### src/rtl/core/pixel_shape_coverage_test_core_assert.svh
// Assertion macros for the pixel shape coverage core.
// Included by the top level; no other dependencies.
`ifndef PIXEL_SHAPE_COVERAGE_TEST_CORE_ASSERT_SVH
`define PIXEL_SHAPE_COVERAGE_TEST_CORE_ASSERT_SVH
`ifndef SYNTHESIS
// Same-cycle implication, disabled while reset is asserted
`define PSC_ASSERT_IMPLY(lbl, clk, rstn, ante, cons) \
    lbl: assert property (@(posedge clk) disable iff (!(rstn)) (ante) |-> (cons)) \
        else $error("psc assertion failed");
// Next-cycle implication, disabled while reset is asserted
`define PSC_ASSERT_NEXT(lbl, clk, rstn, ante, cons) \
    lbl: assert property (@(posedge clk) disable iff (!(rstn)) (ante) |=> (cons)) \
        else $error("psc assertion failed");
`else
`define PSC_ASSERT_IMPLY(lbl, clk, rstn, ante, cons)
`define PSC_ASSERT_NEXT(lbl, clk, rstn, ante, cons)
`endif
`endif

### src/rtl/core/psc_pkg.sv
// Shared types and operand tables for the pixel shape coverage pipeline.
// No dependencies.
`timescale 1ns / 1ps

package psc_pkg;

    // Shape kind codes
    typedef enum logic [1:0] {
        KIND_NONE = 2'd0,
        KIND_RECT = 2'd1,
        KIND_TRI  = 2'd2,
        KIND_CIRC = 2'd3
    } kind_t;

    // Coordinate difference slots (first stage)
    localparam int DIFF_BAX = 0;   // bx - ax
    localparam int DIFF_BAY = 1;   // by - ay
    localparam int DIFF_CAX = 2;   // cx - ax
    localparam int DIFF_CAY = 3;   // cy - ay
    localparam int DIFF_CBX = 4;   // cx - bx
    localparam int DIFF_CBY = 5;   // cy - by
    localparam int DIFF_ACX = 6;   // ax - cx
    localparam int DIFF_ACY = 7;   // ay - cy
    localparam int DIFF_PAX = 8;   // px - ax
    localparam int DIFF_PAY = 9;   // py - ay
    localparam int DIFF_PBX = 10;  // px - bx
    localparam int DIFF_PBY = 11;  // py - by
    localparam int DIFF_PCX = 12;  // px - cx
    localparam int DIFF_PCY = 13;  // py - cy
    localparam int DIFF_RAD = 14;  // radius, zero extended
    localparam int NUM_DIFF = 15;

    // Product slots (second stage)
    localparam int PROD_AREA_A = 0;
    localparam int PROD_AREA_B = 1;
    localparam int PROD_E0_A   = 2;
    localparam int PROD_E0_B   = 3;
    localparam int PROD_E1_A   = 4;
    localparam int PROD_E1_B   = 5;
    localparam int PROD_E2_A   = 6;
    localparam int PROD_E2_B   = 7;
    localparam int PROD_DX2    = 8;
    localparam int PROD_DY2    = 9;
    localparam int PROD_R2     = 10;
    localparam int NUM_PROD    = 11;

    // Operand pairs for each product slot
    localparam int PROD_OP_A [NUM_PROD] = '{
        DIFF_BAX, DIFF_BAY, DIFF_BAX, DIFF_BAY, DIFF_CBX, DIFF_CBY,
        DIFF_ACX, DIFF_ACY, DIFF_PAX, DIFF_PAY, DIFF_RAD
    };
    localparam int PROD_OP_B [NUM_PROD] = '{
        DIFF_CAY, DIFF_CAX, DIFF_PAY, DIFF_PAX, DIFF_PBY, DIFF_PBX,
        DIFF_PCY, DIFF_PCX, DIFF_PAX, DIFF_PAY, DIFF_RAD
    };

    // Sum slots (third stage)
    localparam int SUM_AREA = 0;
    localparam int SUM_E0   = 1;
    localparam int SUM_E1   = 2;
    localparam int SUM_E2   = 3;
    localparam int SUM_DIST = 4;
    localparam int SUM_R2   = 5;
    localparam int NUM_SUM  = 6;

endpackage

### src/rtl/core/psc_diff.sv
// Stage 1: coordinate differences and the rectangle bound test.
// Depends on psc_pkg.
`timescale 1ns / 1ps

module psc_diff #(
    parameter int COORD_BITS = 9
) (
    input  logic                         aclk,
    input  logic                         aresetn,
    input  logic                         in_valid,
    output logic                         in_ready,
    input  psc_pkg::kind_t               in_kind,
    input  logic [COORD_BITS-1:0]        ax,
    input  logic [COORD_BITS-1:0]        ay,
    input  logic [COORD_BITS-1:0]        bx,
    input  logic [COORD_BITS-1:0]        by,
    input  logic [COORD_BITS-1:0]        cx,
    input  logic [COORD_BITS-1:0]        cy,
    input  logic [COORD_BITS-1:0]        px,
    input  logic [COORD_BITS-1:0]        py,
    output logic                         out_valid,
    input  logic                         out_ready,
    output psc_pkg::kind_t               out_kind,
    output logic                         out_rect_in,
    output logic signed [COORD_BITS:0]   out_diff [psc_pkg::NUM_DIFF]
);

    localparam int DW = COORD_BITS + 1;

    logic signed [DW-1:0] ax_s, ay_s, bx_s, by_s, cx_s, cy_s, px_s, py_s;
    logic signed [DW-1:0] diff_next [psc_pkg::NUM_DIFF];
    logic signed [DW-1:0] diff_reg  [psc_pkg::NUM_DIFF];
    logic                 rect_next, rect_reg;
    psc_pkg::kind_t       kind_reg;
    logic                 valid_reg;

    // Zero-extend into signed form
    assign ax_s = $signed({1'b0, ax});
    assign ay_s = $signed({1'b0, ay});
    assign bx_s = $signed({1'b0, bx});
    assign by_s = $signed({1'b0, by});
    assign cx_s = $signed({1'b0, cx});
    assign cy_s = $signed({1'b0, cy});
    assign px_s = $signed({1'b0, px});
    assign py_s = $signed({1'b0, py});

    // Differences feeding the edge functions and the circle test
    always_comb begin
        diff_next[psc_pkg::DIFF_BAX] = bx_s - ax_s;
        diff_next[psc_pkg::DIFF_BAY] = by_s - ay_s;
        diff_next[psc_pkg::DIFF_CAX] = cx_s - ax_s;
        diff_next[psc_pkg::DIFF_CAY] = cy_s - ay_s;
        diff_next[psc_pkg::DIFF_CBX] = cx_s - bx_s;
        diff_next[psc_pkg::DIFF_CBY] = cy_s - by_s;
        diff_next[psc_pkg::DIFF_ACX] = ax_s - cx_s;
        diff_next[psc_pkg::DIFF_ACY] = ay_s - cy_s;
        diff_next[psc_pkg::DIFF_PAX] = px_s - ax_s;
        diff_next[psc_pkg::DIFF_PAY] = py_s - ay_s;
        diff_next[psc_pkg::DIFF_PBX] = px_s - bx_s;
        diff_next[psc_pkg::DIFF_PBY] = py_s - by_s;
        diff_next[psc_pkg::DIFF_PCX] = px_s - cx_s;
        diff_next[psc_pkg::DIFF_PCY] = py_s - cy_s;
        diff_next[psc_pkg::DIFF_RAD] = cx_s;
    end

    // Inclusive rectangle bounds; an inverted rectangle fails here
    assign rect_next = (px >= ax) && (px <= bx) && (py >= ay) && (py <= by);

    assign in_ready = !valid_reg || out_ready;

    // Stage valid
    always_ff @(posedge aclk) begin
        if (!aresetn) begin
            valid_reg <= 1'b0;
        end else if (in_ready) begin
            valid_reg <= in_valid;
        end
    end

    // Stage payload
    always_ff @(posedge aclk) begin
        if (in_ready && in_valid) begin
            kind_reg <= in_kind;
            rect_reg <= rect_next;
            diff_reg <= diff_next;
        end
    end

    assign out_valid   = valid_reg;
    assign out_kind    = kind_reg;
    assign out_rect_in = rect_reg;
    assign out_diff    = diff_reg;

endmodule

### src/rtl/core/psc_mul.sv
// Stage 2: bank of signed multipliers for edge terms and squared distances.
// Depends on psc_pkg.
`timescale 1ns / 1ps

module psc_mul #(
    parameter int COORD_BITS = 9
) (
    input  logic                             aclk,
    input  logic                             aresetn,
    input  logic                             in_valid,
    output logic                             in_ready,
    input  psc_pkg::kind_t                   in_kind,
    input  logic                             in_rect_in,
    input  logic signed [COORD_BITS:0]       in_diff [psc_pkg::NUM_DIFF],
    output logic                             out_valid,
    input  logic                             out_ready,
    output psc_pkg::kind_t                   out_kind,
    output logic                             out_rect_in,
    output logic signed [2*COORD_BITS+1:0]   out_prod [psc_pkg::NUM_PROD]
);

    localparam int PW = 2 * COORD_BITS + 2;

    logic signed [PW-1:0] prod_next [psc_pkg::NUM_PROD];
    logic signed [PW-1:0] prod_reg  [psc_pkg::NUM_PROD];
    psc_pkg::kind_t       kind_reg;
    logic                 rect_reg;
    logic                 valid_reg;

    // One multiplier per product slot, operands from the package table
    for (genvar i = 0; i < psc_pkg::NUM_PROD; i++) begin : g_mul
        assign prod_next[i] = PW'(in_diff[psc_pkg::PROD_OP_A[i]])
                            * PW'(in_diff[psc_pkg::PROD_OP_B[i]]);
    end

    assign in_ready = !valid_reg || out_ready;

    // Stage valid
    always_ff @(posedge aclk) begin
        if (!aresetn) begin
            valid_reg <= 1'b0;
        end else if (in_ready) begin
            valid_reg <= in_valid;
        end
    end

    // Stage payload
    always_ff @(posedge aclk) begin
        if (in_ready && in_valid) begin
            kind_reg <= in_kind;
            rect_reg <= in_rect_in;
            prod_reg <= prod_next;
        end
    end

    assign out_valid   = valid_reg;
    assign out_kind    = kind_reg;
    assign out_rect_in = rect_reg;
    assign out_prod    = prod_reg;

endmodule

### src/rtl/core/psc_sum.sv
// Stage 3: edge functions, doubled area and squared distance from products.
// Depends on psc_pkg.
`timescale 1ns / 1ps

module psc_sum #(
    parameter int COORD_BITS = 9
) (
    input  logic                             aclk,
    input  logic                             aresetn,
    input  logic                             in_valid,
    output logic                             in_ready,
    input  psc_pkg::kind_t                   in_kind,
    input  logic                             in_rect_in,
    input  logic signed [2*COORD_BITS+1:0]   in_prod [psc_pkg::NUM_PROD],
    output logic                             out_valid,
    input  logic                             out_ready,
    output psc_pkg::kind_t                   out_kind,
    output logic                             out_rect_in,
    output logic signed [2*COORD_BITS+2:0]   out_sum [psc_pkg::NUM_SUM]
);

    localparam int SW = 2 * COORD_BITS + 3;

    logic signed [SW-1:0] sum_next [psc_pkg::NUM_SUM];
    logic signed [SW-1:0] sum_reg  [psc_pkg::NUM_SUM];
    psc_pkg::kind_t       kind_reg;
    logic                 rect_reg;
    logic                 valid_reg;

    // Cross-product differences and the distance sum
    always_comb begin
        sum_next[psc_pkg::SUM_AREA] = SW'(in_prod[psc_pkg::PROD_AREA_A])
                                    - SW'(in_prod[psc_pkg::PROD_AREA_B]);
        sum_next[psc_pkg::SUM_E0]   = SW'(in_prod[psc_pkg::PROD_E0_A])
                                    - SW'(in_prod[psc_pkg::PROD_E0_B]);
        sum_next[psc_pkg::SUM_E1]   = SW'(in_prod[psc_pkg::PROD_E1_A])
                                    - SW'(in_prod[psc_pkg::PROD_E1_B]);
        sum_next[psc_pkg::SUM_E2]   = SW'(in_prod[psc_pkg::PROD_E2_A])
                                    - SW'(in_prod[psc_pkg::PROD_E2_B]);
        sum_next[psc_pkg::SUM_DIST] = SW'(in_prod[psc_pkg::PROD_DX2])
                                    + SW'(in_prod[psc_pkg::PROD_DY2]);
        sum_next[psc_pkg::SUM_R2]   = SW'(in_prod[psc_pkg::PROD_R2]);
    end

    assign in_ready = !valid_reg || out_ready;

    // Stage valid
    always_ff @(posedge aclk) begin
        if (!aresetn) begin
            valid_reg <= 1'b0;
        end else if (in_ready) begin
            valid_reg <= in_valid;
        end
    end

    // Stage payload
    always_ff @(posedge aclk) begin
        if (in_ready && in_valid) begin
            kind_reg <= in_kind;
            rect_reg <= in_rect_in;
            sum_reg  <= sum_next;
        end
    end

    assign out_valid   = valid_reg;
    assign out_kind    = kind_reg;
    assign out_rect_in = rect_reg;
    assign out_sum     = sum_reg;

endmodule

### src/rtl/core/psc_decide.sv
// Stage 4: sign tests, per-kind coverage select and the output register.
// Depends on psc_pkg.
`timescale 1ns / 1ps

module psc_decide #(
    parameter int COORD_BITS = 9
) (
    input  logic                             aclk,
    input  logic                             aresetn,
    input  logic                             in_valid,
    output logic                             in_ready,
    input  psc_pkg::kind_t                   in_kind,
    input  logic                             in_rect_in,
    input  logic signed [2*COORD_BITS+2:0]   in_sum [psc_pkg::NUM_SUM],
    output logic                             out_valid,
    input  logic                             out_ready,
    output logic                             out_covered,
    output logic                             out_bad_kind
);

    logic area_pos, area_neg;
    logic all_nonneg, all_nonpos;
    logic tri_in, circ_in;
    logic covered_next, bad_next;
    logic covered_reg, bad_reg;
    logic valid_reg;

    // Edge sign tests; inclusive on edges and vertices
    always_comb begin
        area_pos   = (in_sum[psc_pkg::SUM_AREA] > 0);
        area_neg   = (in_sum[psc_pkg::SUM_AREA] < 0);
        all_nonneg = (in_sum[psc_pkg::SUM_E0] >= 0) && (in_sum[psc_pkg::SUM_E1] >= 0)
                  && (in_sum[psc_pkg::SUM_E2] >= 0);
        all_nonpos = (in_sum[psc_pkg::SUM_E0] <= 0) && (in_sum[psc_pkg::SUM_E1] <= 0)
                  && (in_sum[psc_pkg::SUM_E2] <= 0);
        // zero-area triangle covers nothing
        tri_in     = (area_pos && all_nonneg) || (area_neg && all_nonpos);
        circ_in    = (in_sum[psc_pkg::SUM_DIST] <= in_sum[psc_pkg::SUM_R2]);
    end

    // Select by shape kind
    always_comb begin
        covered_next = 1'b0;
        bad_next     = 1'b0;
        case (in_kind)
            psc_pkg::KIND_RECT: begin
                covered_next = in_rect_in;
            end
            psc_pkg::KIND_TRI: begin
                covered_next = tri_in;
            end
            psc_pkg::KIND_CIRC: begin
                covered_next = circ_in;
            end
            default: begin
                bad_next = 1'b1;
            end
        endcase
    end

    assign in_ready = !valid_reg || out_ready;

    // Output valid
    always_ff @(posedge aclk) begin
        if (!aresetn) begin
            valid_reg <= 1'b0;
        end else if (in_ready) begin
            valid_reg <= in_valid;
        end
    end

    // Output payload
    always_ff @(posedge aclk) begin
        if (in_ready && in_valid) begin
            covered_reg <= covered_next;
            bad_reg     <= bad_next;
        end
    end

    assign out_valid    = valid_reg;
    assign out_covered  = covered_reg;
    assign out_bad_kind = bad_reg;

endmodule

### src/rtl/core/pixel_shape_coverage_test_core.sv
// Pixel coverage test for rectangle, triangle and circle shapes.
// Registered stages from input transaction to result: diff, multiply, sum, decide.
// Throughput: one transaction per cycle; each stage holds while the next is full.
// Reset (aresetn, synchronous, active low) clears the stage valid bits only.
// Depends on psc_pkg, psc_diff, psc_mul, psc_sum, psc_decide and the assert header.
`timescale 1ns / 1ps
`include "pixel_shape_coverage_test_core_assert.svh"

module pixel_shape_coverage_test_core #(
    parameter int COORD_BITS = 9
) (
    input  logic                  aclk,
    input  logic                  aresetn,
    input  logic                  s_valid,
    output logic                  s_ready,
    input  logic [1:0]            s_shape_kind,
    input  logic [COORD_BITS-1:0] s_first_x,
    input  logic [COORD_BITS-1:0] s_first_y,
    input  logic [COORD_BITS-1:0] s_second_x,
    input  logic [COORD_BITS-1:0] s_second_y,
    input  logic [COORD_BITS-1:0] s_third_x,
    input  logic [COORD_BITS-1:0] s_third_y,
    input  logic [COORD_BITS-1:0] s_pixel_x,
    input  logic [COORD_BITS-1:0] s_pixel_y,
    output logic                  m_valid,
    input  logic                  m_ready,
    output logic                  m_covered,
    output logic                  m_bad_kind
);

    // Stage 1 -> 2
    logic                           d_valid, d_ready, d_rect_in;
    psc_pkg::kind_t                 d_kind;
    logic signed [COORD_BITS:0]     d_diff [psc_pkg::NUM_DIFF];
    // Stage 2 -> 3
    logic                           p_valid, p_ready, p_rect_in;
    psc_pkg::kind_t                 p_kind;
    logic signed [2*COORD_BITS+1:0] p_prod [psc_pkg::NUM_PROD];
    // Stage 3 -> 4
    logic                           u_valid, u_ready, u_rect_in;
    psc_pkg::kind_t                 u_kind;
    logic signed [2*COORD_BITS+2:0] u_sum [psc_pkg::NUM_SUM];

    psc_diff #(.COORD_BITS(COORD_BITS)) u_diff (
        .aclk        (aclk),
        .aresetn     (aresetn),
        .in_valid    (s_valid),
        .in_ready    (s_ready),
        .in_kind     (psc_pkg::kind_t'(s_shape_kind)),
        .ax          (s_first_x),
        .ay          (s_first_y),
        .bx          (s_second_x),
        .by          (s_second_y),
        .cx          (s_third_x),
        .cy          (s_third_y),
        .px          (s_pixel_x),
        .py          (s_pixel_y),
        .out_valid   (d_valid),
        .out_ready   (d_ready),
        .out_kind    (d_kind),
        .out_rect_in (d_rect_in),
        .out_diff    (d_diff)
    );

    psc_mul #(.COORD_BITS(COORD_BITS)) u_mul (
        .aclk        (aclk),
        .aresetn     (aresetn),
        .in_valid    (d_valid),
        .in_ready    (d_ready),
        .in_kind     (d_kind),
        .in_rect_in  (d_rect_in),
        .in_diff     (d_diff),
        .out_valid   (p_valid),
        .out_ready   (p_ready),
        .out_kind    (p_kind),
        .out_rect_in (p_rect_in),
        .out_prod    (p_prod)
    );

    psc_sum #(.COORD_BITS(COORD_BITS)) u_sum_stage (
        .aclk        (aclk),
        .aresetn     (aresetn),
        .in_valid    (p_valid),
        .in_ready    (p_ready),
        .in_kind     (p_kind),
        .in_rect_in  (p_rect_in),
        .in_prod     (p_prod),
        .out_valid   (u_valid),
        .out_ready   (u_ready),
        .out_kind    (u_kind),
        .out_rect_in (u_rect_in),
        .out_sum     (u_sum)
    );

    psc_decide #(.COORD_BITS(COORD_BITS)) u_decide (
        .aclk         (aclk),
        .aresetn      (aresetn),
        .in_valid     (u_valid),
        .in_ready     (u_ready),
        .in_kind      (u_kind),
        .in_rect_in   (u_rect_in),
        .in_sum       (u_sum),
        .out_valid    (m_valid),
        .out_ready    (m_ready),
        .out_covered  (m_covered),
        .out_bad_kind (m_bad_kind)
    );

    // An unknown kind never reports coverage
    `PSC_ASSERT_IMPLY(a_bad_not_covered, aclk, aresetn, m_valid, !(m_covered && m_bad_kind))
    // With the output slot free or draining, the whole pipe accepts
    `PSC_ASSERT_IMPLY(a_free_accepts, aclk, aresetn, (!m_valid || m_ready), s_ready)
    // An unknown kind leaving stage 3 shows up flagged at the output
    `PSC_ASSERT_NEXT(a_bad_kind_flag, aclk, aresetn, (u_valid && u_ready && (u_kind == psc_pkg::KIND_NONE)), (m_valid && m_bad_kind))

endmodule

### config.mk
export PLATFORM = sky130hd
export DESIGN_NAME = pixel_shape_coverage_test_core
export DESIGN_NICKNAME = d
export VERILOG_FILES = /design/src/rtl/core/psc_pkg.sv /design/src/rtl/core/psc_diff.sv /design/src/rtl/core/psc_mul.sv /design/src/rtl/core/psc_sum.sv /design/src/rtl/core/psc_decide.sv /design/src/rtl/core/pixel_shape_coverage_test_core.sv
export VERILOG_INCLUDE_DIRS = /design/src /design/src/rtl/core
export SDC_FILE = /design/constraint.sdc
export NUM_CORES = 2
export LEC_CHECK = 0
export ABC_AREA = 1
export BUFFER_PORTS_ARGS = -buffer_cell sky130_fd_sc_hd__buf_2
export CAP_MARGIN = 20
export CORE_ASPECT_RATIO = 0.6
export CORE_MARGIN = 3
export CORE_UTILIZATION = 40
export CTS_CLUSTER_DIAMETER = 120
export DETAILED_ROUTE_END_ITERATION = 8
export HOLD_SLACK_MARGIN = 0.15
export SLEW_MARGIN = 20
export SYNTH_ARGS = -nofsm -noshare
export SYNTH_HDL_FRONTEND = slang
export SYNTH_SLANG_ARGS = --single-unit
### constraint.sdc
create_clock -name aclk -period 13.3 [get_ports aclk]
set_clock_uncertainty 0.1 [all_clocks]
set_input_delay 1.995 -clock aclk [delete_from_list [all_inputs] [get_ports aclk]]
set_output_delay 1.995 -clock aclk [all_outputs]
set_load 0.005 [all_outputs]
# After elaboration in Yosys (flattened, before gate mapping)
# Cells that the tools add are included.
# word_totals
register_bits,505
inputBits,78
wordCells,115
# classes
n_addsub,19
n_mul,11
n_lt_le_gt_ge,13
eq_ne,3
muxes,2
n_reduce_logical,23
# op_table
cell,count
$mul 10x10->20,10
$sub 9x9->10,14
$sub 20x20->21,4
$ge 21x1->1 const B,3
$le 21x1->1 const B,3
$add 20x20->21,1
$gt 21x1->1 const B,1
$le 21x19->1,1
$lt 21x1->1 const B,1
$ge 9x9->1,2
$le 9x9->1,2
$mul 9x9->18,1
$logic_and 1x1->1,13
$logic_or 1x1->1,5
$eq 2x2->1 const B,2
$logic_not 1->1,4
$pmux 1 s3,1
$reduce_or 3->1,1
$eq 2x1->1 const B,1
$mux 1,1

# Depth between registers and ports, before layout
# depth
ltp_word,6
depth_mapped,25
mapped_depth_nobuf,23

# By module
# A second synthesis with hierarchy kept.
# hier_totals
cells_unflattened,9206
hier_area_um2,74432.6
# modules_own_cells
mod,instances,cells_per_inst,area_each_um2
psc_mul,1,6465,52469.1
psc_sum,1,1532,10736.5
psc_diff,1,1004,10122.2
psc_decide,1,205,1104.8

# Worst setup path after synthesis
# No wires, ideal clock.
# synth_timing
path_type,input port to flip-flop
startpoint,input port m_ready
endpoint,"register u_diff.diff_reg, in the netlist u_diff.out_diff[0] (enable)"
setup_ns,0.665
t_arrival_ns,8.639
path_slack_ns,3.896
cell_stages,8
path_buffers,0
cell_sequence,nor2_1 > inv_1 > nor2_1 > inv_1 > nor2_1 > inv_1 > nor2_1 > nor2_1
# synth_between
elab_chain_cells,5
# synth_rtl
element,line_no,rtl
from (decl),pixel_shape_coverage_test_core.sv:26,"input logic m_ready,"
$logic_or 1x1->1,psc_decide.sv:61,assign in_ready = !valid_reg || out_ready;
$logic_or 1x1->1,psc_sum.sv:45,assign in_ready = !valid_reg || out_ready;
$logic_or 1x1->1,psc_mul.sv:36,assign in_ready = !valid_reg || out_ready;
$logic_or 1x1->1,psc_diff.sv:69,assign in_ready = !valid_reg || out_ready;
$logic_and 1x1->1,psc_diff.sv:82,if (in_ready && in_valid) begin
to (signal assigned),psc_diff.sv:85,diff_reg <= diff_next;
to (decl),psc_diff.sv:32,logic signed [DW-1:0] diff_reg [psc_pkg::NUM_DIFF];
# Every way passes these cells.
# A chain may end at the register's enable or synchronous reset.

==> metrics.txt <==
Most Used Layer, Global Route=met1; Post-Syn Nets=10.0k; Setup TNS Final=0 ns; clock buffer count from CTS=56; crit end category=register; CP Launch Type=register; CTS tree=done; Synth Warn #=0; port buffer count=81; vias in the first global route=51.4k; met2 Resource Use GR=27.9%; post-route worst setup slack=roughly 7.4 ns; clock latency on the worst-skew pair=0.67 ns; Die Wd=545 µm; GRT Total Usage=between 20 and 25%; sequential share of the synthesized area=a little over a fifth; dominant synthesized flop cell=edfxtp_1; worst rel slew slack=26.0%; DRC errors left=0; Fill cells=about 17k; Clock Pin Slew Worst Setup and Hold Paths=roughly 0.07 ns; CP Max Fanout=19; final wirelength=roughly 180,000 µm; I/O pin cnt=between 80 and 90; Core Area=0.173 mm²; hold_buf cts=0; first-pass GRT wire length=292,000 µm; chip height=330 µm; status=completed; share of layout cells above drive strength 1=3.17%; ys async rst share=0%; fin crit period=5.94 ns; arrival time of the worst setup path=6.24 ns; RSZ-0062 raised after global routing=no; Routability Congestion=0.935; Slew Viols, Final=0; Vias=51.8k; CP cell instances=inv_1 > or2_2 > fa_1 > inv_1 > fa_1 > fa_1 > fa_1 > inv_1 > fa_1 > inv_1 > ha_1 > nand2_1 > inv_1 > a21oi_1 > nor2_1 > nor2_1 > nand2_1 > nand3_1 > nand2_1; Crit Path Category=reg -> reg; first drt pass iteration count=6; final setup vio count=0; Syn Inst Count=~8k; number of synthesized flops with an enable pin=495; Longest Clk Path Bufs=3; Area growth syn-to-layout=6.80%; Max-Cap Viols=0; Final Hold Fails=0; WL/cell=17.5 µm; largest net degree at the start of global routing=125; antenna violations before repair=24; CTS root buffer=clkbuf_16; Sequential cell area=0.0149 mm²; remaining antenna violation count=0; CP Data Required Time=13.60 ns; hold crit path type=reg -> reg; post-cts resize count=0; Worst-Margin Slew=1.11 ns; Seq cells post-synth=499; area used by multi-input combinational logic=0.0457 mm²; clk sinks=499; hpwl dp=153,000 µm; FMAX=approximately 170 MHz; Slowest cell on crit path=edfxtp_1; met3 global-route usage=4.35%; Placement Rows=118; final worst-path cycle share=44.7%; total congestion overflow=0; Nets=9,962; syn_area_per_cell=8.50 µm²; met1 Usage GRT=33.6%; die area=0.180 mm²; Starting Density=40.4%; post-CTS setup buffer count=0; Post-Syn Area=0.0699 mm²; post-synth cell types=56; vias per cell=4.90; H-tree depth=2; pre-CTS WS=7.38 ns; initial drt markers=4,335; Crit path largest cell delay=0.90 ns
[cell type report]
class                      instances  share of cell area, %
tap                             2340                   3.92
timing repair buffer             105                  0.802
clock inverter                    43                  0.659
antenna                            9                 0.0302
inverter                        2243                   11.3
multi-input combinational       5276                   61.3
sequential                       499                   20.0
clock buffer                      61                   1.96
[cells in the final DEF, fill, tap and decap left out, types with 9 or more instances in the layout]
master	n
a211oi_1	14
a21o_1	30
a21oi_1	368
a31oi_1	31
buf_2	81
buf_4	23
clkbuf_16	58
clkinvlp_4	10
diode_2	9
edfxtp_1	495
fa_1	939
ha_1	764
inv_1	2238
nand2_1	1687
nand3_1	210
nand3b_1	13
nand4_1	38
nor2_1	393
nor3_1	46
o211ai_1	15
o21a_1	19
o21ai_0	206
o21ai_1	10
o21ai_2	13
o21bai_1	18
or2_2	21
xnor2_1	117
xor2_1	263
[sequential cells by signal, indices dropped and copies added (netlist names)]
register and flops:
u_diff.out_valid 1, u_decide.out_covered 1, u_sum_stage.out_sum 122, u_mul.out_rect_in 1, u_diff.out_kind 2, u_diff.out_diff 147
u_sum_stage.out_kind 2, u_sum_stage.out_rect_in 1, u_mul.out_valid 1, u_mul.out_prod 215, u_diff.out_rect_in 1, u_mul.out_kind 2
u_decide.out_valid 1, u_decide.out_bad_kind 1, u_sum_stage.out_valid 1
[routing by layer]
metal / up-vias / part of all wire [%]
met4: 0 / 1.3
met2: 1578 / 38
met1: 25300 / 52
li1: 24800 / -
met5: - / 0
met3: 153 / 8.8
[metrics by stage]
step | hold slack (ns) | util (%) | std cells | cell area [µm²]
floorplan | 0.300 | - | 8220 | 69900
global placement | 0.302 | 42.0 | 10500 | 72600
detailed placement | 0.305 | 42.0 | 10500 | 72600
CTS | 0.319 | 43.1 | 10600 | 74600
global route | 0.324 | 43.1 | 10600 | 74600
finish | 0.316 | 43.1 | 10600 | 74600
[Yosys cell counts (5+ instances only)]
library cell  instances  share of area (%)
nor3_1               46               0.33
inv_1              2240                 12
o21ai_0             206                1.5
nand3_1             210                1.5
xnor2_1             117                1.5
o21bai_1             18               0.19
o21ai_1              10              0.072
a21boi_2              6              0.097
a31oi_1              31               0.28
fa_1                939                 27
edfxtp_1            495                 21
xor2_1              263                3.3
ha_1                764                 14
o211ai_1             15               0.16
nand4_1              38               0.34
o21ai_2              13               0.16
or2_2                21               0.19
clkbuf_1            187                1.0
a211oi_1             14               0.15
buf_1                 7              0.038
a21boi_1              5              0.054
nand3b_1             13               0.14
a21oi_1             368                2.6
nor2_1              394                2.1
o21a_1               19               0.20
a21boi_0              8              0.086
nand2_1            1687                9.1
a21o_1               30               0.32
[logic make-up after synthesis]
family	synth area share (%)
buffers and inverters	13.2
and+or+nand+nor	13.9
adders and majority gates	40.6
AOI/OAI and AO/OA	6.16
DFF	21.4
xor gates and xnor gates	4.76
muxes	0.0161
[worst max-delay path, delay by kind of cell, from the launching register on]
family,cells,cell delay [ns]
adder cells (fa/ha/maj),6,2.72
AND/OR/NAND/NOR,7,1.00
AO/OA/AOI/OAI,1,0.24
flip-flops,1,0.90
buffers and inverters,5,0.68
[path summary, 6_finish.rpt]
check / start / endpoint / slack, ns / cells after the start
hold reg to reg: u_mul.out_prod[16] / u_sum_stage.out_sum[16] / 0.32 / 0
hold / removal: u_mul.out_prod[16] / u_sum_stage.out_sum[16] / 0.32 / 0
setup / recovery: u_diff.out_diff[59] / u_mul.out_prod[39] / 7.36 / 19
setup reg to reg: u_diff.out_diff[59] / u_mul.out_prod[39] / 7.36 / 19
Power is left out: the tool's default activity adds up to more than one toggle a clock period on the data nets, which glitch-free logic cannot reach.
